`src/icf_pkg.sv`:
```
package icf_pkg;

  localparam int NumRegs = 256;
  localparam int RegW = $clog2(NumRegs);
  localparam int DataW = 32;

  localparam logic [4:0] OP_LDC  = 5'd0;
  localparam logic [4:0] OP_ADD  = 5'd1;
  localparam logic [4:0] OP_SUB  = 5'd2;
  localparam logic [4:0] OP_MUL  = 5'd3;
  localparam logic [4:0] OP_DIV  = 5'd4;
  localparam logic [4:0] OP_MOD  = 5'd5;
  localparam logic [4:0] OP_NEG  = 5'd6;
  localparam logic [4:0] OP_CEQ  = 5'd7;
  localparam logic [4:0] OP_CNE  = 5'd8;
  localparam logic [4:0] OP_CLT  = 5'd9;
  localparam logic [4:0] OP_CLE  = 5'd10;
  localparam logic [4:0] OP_CGT  = 5'd11;
  localparam logic [4:0] OP_CGE  = 5'd12;
  localparam logic [4:0] OP_LAND = 5'd13;
  localparam logic [4:0] OP_LOR  = 5'd14;
  localparam logic [4:0] OP_LNOT = 5'd15;
  localparam logic [4:0] OP_BAND = 5'd16;
  localparam logic [4:0] OP_BOR  = 5'd17;
  localparam logic [4:0] OP_BXOR = 5'd18;
  localparam logic [4:0] OP_BNOT = 5'd19;
  localparam logic [4:0] OP_SHL  = 5'd20;
  localparam logic [4:0] OP_SHR  = 5'd21;
  localparam logic [4:0] OP_MOVE = 5'd22;

  localparam logic [1:0] NOTE_PASS = 2'd0;
  localparam logic [1:0] NOTE_FOLD = 2'd1;
  localparam logic [1:0] NOTE_MOVE = 2'd2;

  typedef struct packed {
    logic [4:0]        req_type;
    logic [1:0]        arg_count;
    logic signed [31:0] arg_dest;
    logic signed [31:0] arg_second;
    logic signed [31:0] arg_third;
    logic              start_of_function;
  } in_word_t;

  typedef struct packed {
    logic [4:0]        out_opcode;
    logic [1:0]        out_arg_count;
    logic signed [31:0] out_first;
    logic signed [31:0] out_second;
    logic signed [31:0] out_third;
    logic [1:0]        fold_note;
    logic              changed_so_far;
  } out_word_t;

  typedef struct packed {
    logic             start;
    logic             is_div;
    logic [DataW-1:0] a;
    logic [DataW-1:0] b;
  } div_req_t;

  typedef struct packed {
    logic             done;
    logic [DataW-1:0] result;
  } div_rsp_t;

  function automatic logic in_table(input logic [31:0] r);
    return r < 32'(NumRegs);
  endfunction

endpackage

```
`src/icf_alu.sv`:
```
module icf_alu (
  input  logic [4:0]           op,
  input  logic [icf_pkg::DataW-1:0] a,
  input  logic [icf_pkg::DataW-1:0] b,
  output logic [icf_pkg::DataW-1:0] y,
  output logic                 ok
);
  import icf_pkg::*;

  logic lt;
  logic gt;
  logic eq;

  assign lt = $signed(a) < $signed(b);
  assign gt = $signed(b) < $signed(a);
  assign eq = a == b;

  always_comb begin
    y = '0;
    ok = 1'b1;
    case (op)
      OP_ADD:  y = a + b;
      OP_SUB:  y = a - b;
      OP_MUL:  y = a * b;
      OP_CEQ:  y = DataW'(eq);
      OP_CNE:  y = DataW'(!eq);
      OP_CLT:  y = DataW'(lt);
      OP_CLE:  y = DataW'(!gt);
      OP_CGT:  y = DataW'(gt);
      OP_CGE:  y = DataW'(!lt);
      OP_LAND: y = DataW'((a != '0) && (b != '0));
      OP_LOR:  y = DataW'((a != '0) || (b != '0));
      OP_BAND: y = a & b;
      OP_BOR:  y = a | b;
      OP_BXOR: y = a ^ b;
      OP_SHL: begin
        ok = b < 32'd32;
        y = a << b[4:0];
      end
      OP_SHR: begin
        ok = b < 32'd32;
        y = DataW'($signed(a) >>> b[4:0]);
      end
      OP_NEG:  y = -a;
      OP_LNOT: y = DataW'(a == '0);
      OP_BNOT: y = ~a;
      OP_MOVE: y = a;
      default: ok = 1'b0;
    endcase
  end

endmodule

```
`config.mk`:
```
export PLATFORM = sky130hd
export DESIGN_NAME = icf_alu
export DESIGN_NICKNAME = d
export VERILOG_FILES = /design/src/icf_pkg.sv /design/src/icf_alu.sv
export SDC_FILE = /design/constraint.sdc
export NUM_CORES = 2
export LEC_CHECK = 0
export BUFFER_PORTS_ARGS = -buffer_cell sky130_fd_sc_hd__buf_2
export CAP_MARGIN = 20
export CORE_MARGIN = 8
export CORE_UTILIZATION = 35
export DETAILED_ROUTE_END_ITERATION = 8
export PLACE_DENSITY_LB_ADDON = 0.3
export SETUP_SLACK_MARGIN = 0.02
export SYNTH_ARGS = -nofsm -noshare
export SYNTH_HDL_FRONTEND = slang
export SYNTH_SLANG_ARGS = --single-unit
```
`constraint.sdc`:
```
create_clock -name vclk -period 8.3
set_input_delay 0.415 -clock vclk [all_inputs]
set_output_delay 0.415 -clock vclk [all_outputs]
set_load 0.01 [all_outputs]
```
==> results.md <==
* HPWL Detailed at 107000 um
* Routed WL per cell at 29.9 um
* Initial drt markers at 3246
* Routed vias/inst at 6.06
* Final Wtd Congestion at 1.09
* DRC at 0
* Seq Cell Count at 0
* Syn avg cell area at 7.72 um2
* Post-synthesis sequential area ratio at 0%
* Clock buffer count at 0
* Number of global-route vias before repair at 26300
* Worst Tran Pin Value at 1.20 ns
* GR Overflow Total at 0
* Gr usage total at 31.1%
* Max-cap violations at 0
* Kind of critical path: input port to output port
* Cells after Synth at 3286
* Slew Viols, Final at 0
* CP Capture Type: output port
* Fillers at 7650
* Die Wd at 285 um
* Syn Nets at 4017
* Register area at 0 um2
* I/O Buffers at 102
* WL final at 131000 um
* Vias at 26600
* Yosys cell types at 84
* Worst Path Max Fanout at 5
* Most frequent cells in the layout: nor2_1, inv_1, fa_1, nand2_1, buf_4
* Total I/O pin count at 102
* Post-Synthesis Cell Area at 25400 um2
* # hold bufs at CTS at 0
* Area growth syn-to-layout at 12.8%
* Largest net degree at the start of global routing at 52
* First-pass GRT wire length at 187000 um
* FP Rows at 98
* Warnings from Yosys at 0
* DIE AREA at 81300 um2
* Fmax at 122 MHz
* Post-layout util at 39.9%
* Layout cells sized above 1 at 13.8%
* Slew headroom at 19.0%
* # setup viols final at 0
* Std-Cell Core Area at 71600 um2
* RSZ-0062 raised after global routing: true
* Tcrit/Tclk final at 98.4%
* Fin. Hold Viols at 0
* Starting density of the core at 35.4%
* Crit path DAT at 7.75 ns
* Commonest non-fill, non-tap cell in the layout: nor2_1
* Nets@finish at 4170
* Fin crit period at 8.17 ns
* Antenna violations before repair at 9
* Crit start category: input port
* Outcome: completed
* HP Class: input port to output port
* Antenna Nets Post-Route at 0
* CP Data Required Time at 7.89 ns
* DR pass1 iterations at 6
* Die H at 285 um
-- worst paths after layout --
check	from	to	slack, ns	cells after the start
worst min-delay path	op[3]	ok	1.34	4
worst max-delay path	a[13]	y[20]	0.13	27
-- stage by stage --
stage          hold slack, ns  std cells  area, um2  worst slack (ns)  setup TNS [ns]
2_1_floorplan           0.991       3286      25400            0.0310               0
3_3_place_gp             1.33       4375      28300           -0.0892         -0.0892
3_5_place_dp             1.32       4375      28300            -0.108          -0.161
4_1_cts                  1.32       4375      28400            0.0542               0
5_1_grt                  1.36       4387      28600           -0.0105         -0.0105
6_report                 1.34       4390      28600             0.135               0
-- cells in the mapped netlist, types with 9 or more instances --
| library cell | instances | area, um2 |
|---|---|---|
| nand2b_1 | 24 | 150 |
| ha_1 | 252 | 3150 |
| o21bai_1 | 21 | 158 |
| inv_1 | 460 | 1730 |
| a211oi_1 | 28 | 210 |
| a21o_1 | 24 | 180 |
| o21a_1 | 14 | 105 |
| a221o_1 | 17 | 170 |
| nor2b_1 | 19 | 119 |
| a21oi_1 | 162 | 811 |
| mux2i_1 | 86 | 861 |
| a22oi_1 | 11 | 82.6 |
| or3_1 | 17 | 106 |
| clkinv_1 | 12 | 45.0 |
| o22ai_1 | 56 | 350 |
| o2111ai_1 | 9 | 78.8 |
| nor4_1 | 21 | 131 |
| nand2_1 | 312 | 1170 |
| buf_2 | 15 | 75.1 |
| o21ai_0 | 120 | 601 |
| buf_1 | 51 | 191 |
| mux4_2 | 42 | 946 |
| nor3_1 | 48 | 240 |
| a221oi_1 | 20 | 175 |
| xor2_1 | 20 | 175 |
| a31oi_1 | 15 | 93.8 |
| nor2_1 | 537 | 2020 |
| o21ai_1 | 17 | 85.1 |
| xnor2_1 | 74 | 648 |
| nand4_1 | 13 | 81.3 |
| o211ai_1 | 20 | 150 |
| fa_1 | 410 | 8210 |
| and3_1 | 9 | 56.3 |
| clkbuf_1 | 161 | 604 |
| nand3_1 | 28 | 140 |
| o221ai_1 | 14 | 123 |
-- cell type report --
type	count	area, um2	share of cell area (%)
antenna	3	7.51	0.0262
inverter	478	1830	6.39
multi-input combinational	2580	22800	79.6
tap	950	1190	4.16
timing repair buffer	378	2790	9.76
timing repair inverter	1	7.51	0.0262
-- critical path, stage by stage --
cell,delay [ns]
buf_2,0.11
clkinvlp_4,0.24
buf_4,0.23
nor2_1,0.12
fa_1,0.45
fa_1,0.47
fa_1,0.56
inv_1,0.07
fa_1,0.52
inv_1,0.05
fa_1,0.46
ha_1,0.31
fa_1,0.52
fa_1,0.46
ha_4,0.31
nand4_1,0.12
or4_1,0.55
o211ai_1,0.11
buf_4,0.18
buf_4,0.13
a21o_1,0.10
a21oi_1,0.08
xnor2_1,0.15
buf_4,0.17
a211oi_1,0.21
o21ai_0,0.37
buf_2,0.29
-- metal layers --
metal | track usage (%) | part of all wire [%]
met5 | 0 | 0.043
met4 | 14.5 | 5.9
met1 | 42.6 | 40
met3 | 9.26 | 13
met2 | 44.7 | 41
-- cells by family (layout without fill, tap and decap cells) --
kind of cell	count (synthesis)	after routing	synth area share [%]
AOI/OAI and AO/OA	631	631	16.5
xor gates and xnor gates	94	94	3.25
muxes	131	131	7.26
buffers and inverters	706	857	10.6
adders and majority gates	662	662	44.8
and+or+nand+nor	1062	1062	17.7
other	0	3	0
-- timing repair --
item | 4_1_cts | 5_1_grt
endpoints found under the hold margin | 0 | 0
gates resized for setup | 5 | 32
pin swaps | 0 | 4
endpoints found under the setup margin | 3 | 8
setup buffers | 0 | 10
gates cloned | 0 | 1
Power is left out: the tool's default activity adds up to more than one toggle a clock period on the data nets, which glitch-free logic cannot reach.
