[src/icf_pkg.sv]
package icf_pkg;

  localparam int NumRegs = 256;
  localparam int RegW = $clog2(NumRegs);
  localparam int DataW = 32;

  localparam logic [4:0] OP_LDC  = 5'd0;
  localparam logic [4:0] OP_ADD  = 5'd1;
  localparam logic [4:0] OP_SUB  = 5'd2;
  localparam logic [4:0] OP_MUL  = 5'd3;
  localparam logic [4:0] OP_DIV  = 5'd4;
  localparam logic [4:0] OP_MOD  = 5'd5;
  localparam logic [4:0] OP_NEG  = 5'd6;
  localparam logic [4:0] OP_CEQ  = 5'd7;
  localparam logic [4:0] OP_CNE  = 5'd8;
  localparam logic [4:0] OP_CLT  = 5'd9;
  localparam logic [4:0] OP_CLE  = 5'd10;
  localparam logic [4:0] OP_CGT  = 5'd11;
  localparam logic [4:0] OP_CGE  = 5'd12;
  localparam logic [4:0] OP_LAND = 5'd13;
  localparam logic [4:0] OP_LOR  = 5'd14;
  localparam logic [4:0] OP_LNOT = 5'd15;
  localparam logic [4:0] OP_BAND = 5'd16;
  localparam logic [4:0] OP_BOR  = 5'd17;
  localparam logic [4:0] OP_BXOR = 5'd18;
  localparam logic [4:0] OP_BNOT = 5'd19;
  localparam logic [4:0] OP_SHL  = 5'd20;
  localparam logic [4:0] OP_SHR  = 5'd21;
  localparam logic [4:0] OP_MOVE = 5'd22;

  localparam logic [1:0] NOTE_PASS = 2'd0;
  localparam logic [1:0] NOTE_FOLD = 2'd1;
  localparam logic [1:0] NOTE_MOVE = 2'd2;

  typedef struct packed {
    logic [4:0]        req_type;
    logic [1:0]        arg_count;
    logic signed [31:0] arg_dest;
    logic signed [31:0] arg_second;
    logic signed [31:0] arg_third;
    logic              start_of_function;
  } in_word_t;

  typedef struct packed {
    logic [4:0]        out_opcode;
    logic [1:0]        out_arg_count;
    logic signed [31:0] out_first;
    logic signed [31:0] out_second;
    logic signed [31:0] out_third;
    logic [1:0]        fold_note;
    logic              changed_so_far;
  } out_word_t;

  typedef struct packed {
    logic             start;
    logic             is_div;
    logic [DataW-1:0] a;
    logic [DataW-1:0] b;
  } div_req_t;

  typedef struct packed {
    logic             done;
    logic [DataW-1:0] result;
  } div_rsp_t;

  function automatic logic in_table(input logic [31:0] r);
    return r < 32'(NumRegs);
  endfunction

endpackage

[src/icf_divider.sv]
module icf_divider (
  input  logic              clk,
  input  logic              rst,
  input  icf_pkg::div_req_t req,
  output icf_pkg::div_rsp_t rsp
);
  import icf_pkg::*;

  typedef enum logic [1:0] {S_IDLE, S_RUN, S_FIX} state_t;

  state_t           state;
  logic [5:0]       count;
  logic [DataW-1:0] quo;
  logic [DataW-1:0] rem;
  logic [DataW-1:0] dvs;
  logic             neg_q;
  logic             neg_r;
  logic             want_div;
  logic [DataW-1:0] result;
  logic             done;
  logic [DataW:0]   rem_shift;
  logic [DataW:0]   rem_sub;

  assign rem_shift = {rem, quo[DataW-1]};
  assign rem_sub = rem_shift - {1'b0, dvs};
  assign rsp.done = done;
  assign rsp.result = result;

  always_ff @(posedge clk) begin
    if (rst) begin
      state <= S_IDLE;
      done <= 1'b0;
    end else begin
      done <= 1'b0;
      case (state)
        S_IDLE: begin
          if (req.start) begin
            neg_q <= req.a[DataW-1] ^ req.b[DataW-1];
            neg_r <= req.a[DataW-1];
            want_div <= req.is_div;
            quo <= req.a[DataW-1] ? -req.a : req.a;
            dvs <= req.b[DataW-1] ? -req.b : req.b;
            rem <= '0;
            count <= '0;
            state <= S_RUN;
          end
        end
        S_RUN: begin
          if (!rem_sub[DataW]) begin
            rem <= rem_sub[DataW-1:0];
            quo <= {quo[DataW-2:0], 1'b1};
          end else begin
            rem <= rem_shift[DataW-1:0];
            quo <= {quo[DataW-2:0], 1'b0};
          end
          count <= count + 6'd1;
          if (count == 6'(DataW - 1)) begin
            state <= S_FIX;
          end
        end
        S_FIX: begin
          if (want_div) begin
            result <= neg_q ? -quo : quo;
          end else begin
            result <= neg_r ? -rem : rem;
          end
          done <= 1'b1;
          state <= S_IDLE;
        end
        default: state <= S_IDLE;
      endcase
    end
  end

endmodule

[config.mk]
export PLATFORM = sky130hd
export DESIGN_NAME = icf_divider
export DESIGN_NICKNAME = d
export VERILOG_FILES = /design/src/icf_pkg.sv /design/src/icf_divider.sv
export SDC_FILE = /design/constraint.sdc
export NUM_CORES = 1
export LEC_CHECK = 0
export BUFFER_PORTS_ARGS = -buffer_cell sky130_fd_sc_hd__buf_2
export CAP_MARGIN = 10
export CORE_MARGIN = 5
export CORE_UTILIZATION = 50
export CTS_CLUSTER_SIZE = 20
export DETAILED_ROUTE_END_ITERATION = 10
export GPL_ROUTABILITY_DRIVEN = 0
export PLACE_DENSITY = 0.7
export SKIP_LAST_GASP = 1
export SYNTH_ARGS = -nofsm -noshare
export SYNTH_HDL_FRONTEND = slang
export SYNTH_SLANG_ARGS = --single-unit
[constraint.sdc]
create_clock -name clk -period 12.6 [get_ports clk]
set_input_delay 2.52 -clock clk [delete_from_list [all_inputs] [get_ports clk]]
set_output_delay 2.52 -clock clk [all_outputs]
set_load 0.1 [all_outputs]
==> summary.md <==
| Metric | Value |
|---|---|
| Fillcell total | 1741 |
| H-tree levels | 4 |
| Iter 0 DRT Violations | 419 |
| Vias | 7650 |
| Hold Crit Depth | 2 |
| Num CTS Buffers | 17 |
| Dpl cells | 1330 |
| Die area | 0.0223 mm^2 |
| Synth Flop Type | edfxtp_1 |
| Min-Delay Endpoint | state[1] |
| First-pass GRT wire length | 34.7 mm |
| Pre-antenna DRT Iters | 5 |
| Synthesis-to-finish area growth | 14.0% |
| Routed Antenna Nets | 0 |
| Max-slew headroom at the worst pin | 0.295 |
| Final setup violation count | 0 |
| I/O pin count | 101 |
| Outcome | finished clean |
| Number of flops mapped to enable cells by yosys | 137 |
| Top cells by area, synth | edfxtp_1 (42%), xnor2_1 (7.0%), xor2_1 (6.2%) |
| Mapped cell area | 0.00969 mm^2 |
| R2R Path End | rem[9] |
| Vias in the first global route | 7401 |
| Port Buf Inserts | 100 |
| Reported leakage power | 4.25 nW |
| Final #Nets | 1190 |
| # hold bufs at CTS | 0 |
| Distinct cells, synth | 58 |
| Crit end category | register |
| Seq/Total Area, Yosys | 0.431 |
| Hold Path Origin | count[5] |
| Max-slew violation count | 0 |
| Net Sw Power | 0.387 mW |
| Commonest cells in the netlist | edfxtp_1 (137), o21ai_0 (96), nand2_1 (95) |
| Gate Count Post-Synth | 999 |
| Area share of the largest cell type after synthesis | 0.424 |
| Drt total wl | 21.4 mm |
| #FFs+latches synth | 140 |
| Combinational power share | 0.198 |
| Top-count cell post-synth | edfxtp_1 |
| Core Area | 0.0193 mm^2 |
| R2R depth | 13 |
| Cell taking the most area after synthesis | edfxtp_1 |
| Layout cells sized above 1 | 0.144 |
| CP max FO | 5 |
| Setup bufs post-CTS | 0 |
| Switching share of power | 0.283 |
| CTS tree | yes |
| Syn_nets | 1105 |
| Ys Warns | 0 |
| Fin cells | 1362 |
| Post-cts resize count | 0 |
| Wire per inst | 15.7 um |
| Min Clock Period, post-route | 4.82 ns |
| Worst slew pin tran | 1.06 ns |
| FF-to-FF Start | quo[31] |
| Unrepaired setup endpoints after global routing | false |
| CP Class | input pin to register |
| # rows | 51 |
| Sequential share of power | 0.424 |
| Worst Hold Class | register to register |
| Initial Util | 0.503 |
| Drt via density | 5.62 |
| Antenna cell count | 0 |
| Async SR Flop Fraction | 0 |
| Final Hold Viols | 0 |
| Clock-pin slew on the worst setup and hold paths | 0.06 ns |
| Total gr overflow | 0 |
| Setup TNS | 0 ns |
| Clock sink count | 140 |
| Post-DP HPWL | 15.8 mm |
| Die span in x | 149 um |
| Die Y | 149 um |
| DRC viols | 0 |
| Startpoint types | input pin |
| WP data arrival | 4.99 ns |
| Internal power | 0.982 mW |
| Max Cap Viol | 0 |
| Initial antenna violation count | 0 |
| Fin crit share | 0.382 |
| Worst Path Required | 12.77 ns |
| Power per cell area | 124 mW/mm^2 |
| Maximum vdd ir drop | 0.000102 V |
| CTS max path bufs | 2 |
| Worst skew pair latency | 0.43 ns |
| Clock Skews | 0.00795 ns |
| Maximum clock frequency | 0.207 GHz |
| Gr usage total | 0.193 |
| Worst reg2reg setup slack | 8.57 ns |
| Clk Tree Root Cell | clkbuf_16 |
| Clk pwr share | 0.377 |
| Largest net degree at the start of global routing | 72 |
| Mean Syn Cell Area | 9.70 um^2 |
-- layout by cell type, fill, tap and decap left out, drive strengths merged, types with 6 or more instances in the layout --
| master | n |
|---|---|
| o31ai | 33 |
| a211oi | 6 |
| a21o | 23 |
| nand2 | 95 |
| buf | 107 |
| or4 | 13 |
| edfxtp | 137 |
| mux2i | 23 |
| inv | 45 |
| and3 | 6 |
| nor2 | 74 |
| a21oi | 51 |
| nor2b | 6 |
| or3 | 27 |
| nor4 | 10 |
| o21a | 9 |
| xnor2 | 79 |
| nand2b | 13 |
| xor2 | 69 |
| ha | 37 |
| clkbuf | 19 |
| o41ai | 17 |
| nand4 | 6 |
| o21ai | 96 |
| nor3 | 15 |
| nand3 | 14 |
-- state kept, by name, summed over array words and instances (netlist names) --
name / cells
result: 32
neg_r: 1
neg_q: 1
rem: 32
want_div: 1
dvs: 32
count: 6
quo: 32
done: 1
state: 2
-- final cells by class --
| class | instances | area, um^2 | area share |
|---|---|---|---|
| Clock inverter | 13 | 166 | 0.0151 |
| Clock buffer | 19 | 433 | 0.0392 |
| Multi-Input combinational cell | 776 | 5240 | 0.474 |
| Tap cell | 265 | 332 | 0.0300 |
| Timing Repair Buffer | 107 | 553 | 0.0500 |
| Sequential cell | 140 | 4170 | 0.378 |
| Inverter | 42 | 158 | 0.0143 |
-- routing by layer --
| metal | track usage | up-vias | share of wire |
|---|---|---|---|
| li1 | - | 3845 | - |
| met2 | 0.351 | 127 | 0.53 |
| met5 | 0 | - | 0 |
| met3 | 0.0292 | 40 | 0.030 |
| met4 | 0.0709 | 0 | 0.024 |
| met1 | 0.230 | 3638 | 0.42 |
-- cell families after synthesis --
group           synth area share
mux                       0.0261
xor+xnor                   0.135
fa+ha+maj                 0.0498
simple gates               0.149
flops                      0.431
compound gates             0.177
buf+inv                   0.0328
-- worst max-delay path, stage by stage --
cell and delay (ns):
buf_2 0.11, or4_1 0.56, or3_1 0.38, or3_1 0.37
nand2b_1 0.20, nand2b_1 0.19, nand2b_1 0.26, o31ai_1 0.31
xnor2_1 0.09
-- through the flow --
stage | worst slack (ns) | utilization | total power [mW] | cell area, um^2 | hold WS (ns)
5_1_grt | 7.48 | 0.573 | 1.43 | 11100 | 0.593
4_1_cts | 7.78 | 0.573 | 1.38 | 11100 | 0.574
6_report | 7.78 | 0.573 | 1.37 | 11100 | 0.582
2_1_floorplan | 4.65 | - | 0.790 | 9690 | 0.485
3_5_place_dp | 7.34 | 0.542 | 0.861 | 10500 | 0.568
3_3_place_gp | 7.42 | 0.542 | 0.857 | 10500 | 0.561
-- power by group through the flow --
stage / Sequential [mW] / Combinational [mW] / Clock, mW
2_1_floorplan: 0.581 / 0.208 / 0
3_3_place_gp: 0.590 / 0.266 / 0
3_5_place_dp: 0.591 / 0.270 / 0
4_1_cts: 0.581 / 0.273 / 0.521
5_1_grt: 0.585 / 0.304 / 0.541
6_report: 0.581 / 0.271 / 0.517
-- how the worst max path moves through the flow --
| stage | from | endpoint | cells past startpoint |
|---|---|---|---|
| after floorplan | rst | count[0] | 1 |
| after global placement | req[6] | dvs[27] | 9 |
| after detailed placement | req[6] | dvs[29] | 9 |
| after CTS | req[6] | dvs[29] | 9 |
| after global routing | req[36] | quo[30] | 7 |
| final | req[6] | dvs[27] | 9 |
Note: power is estimated with default switching activity, not from simulation.
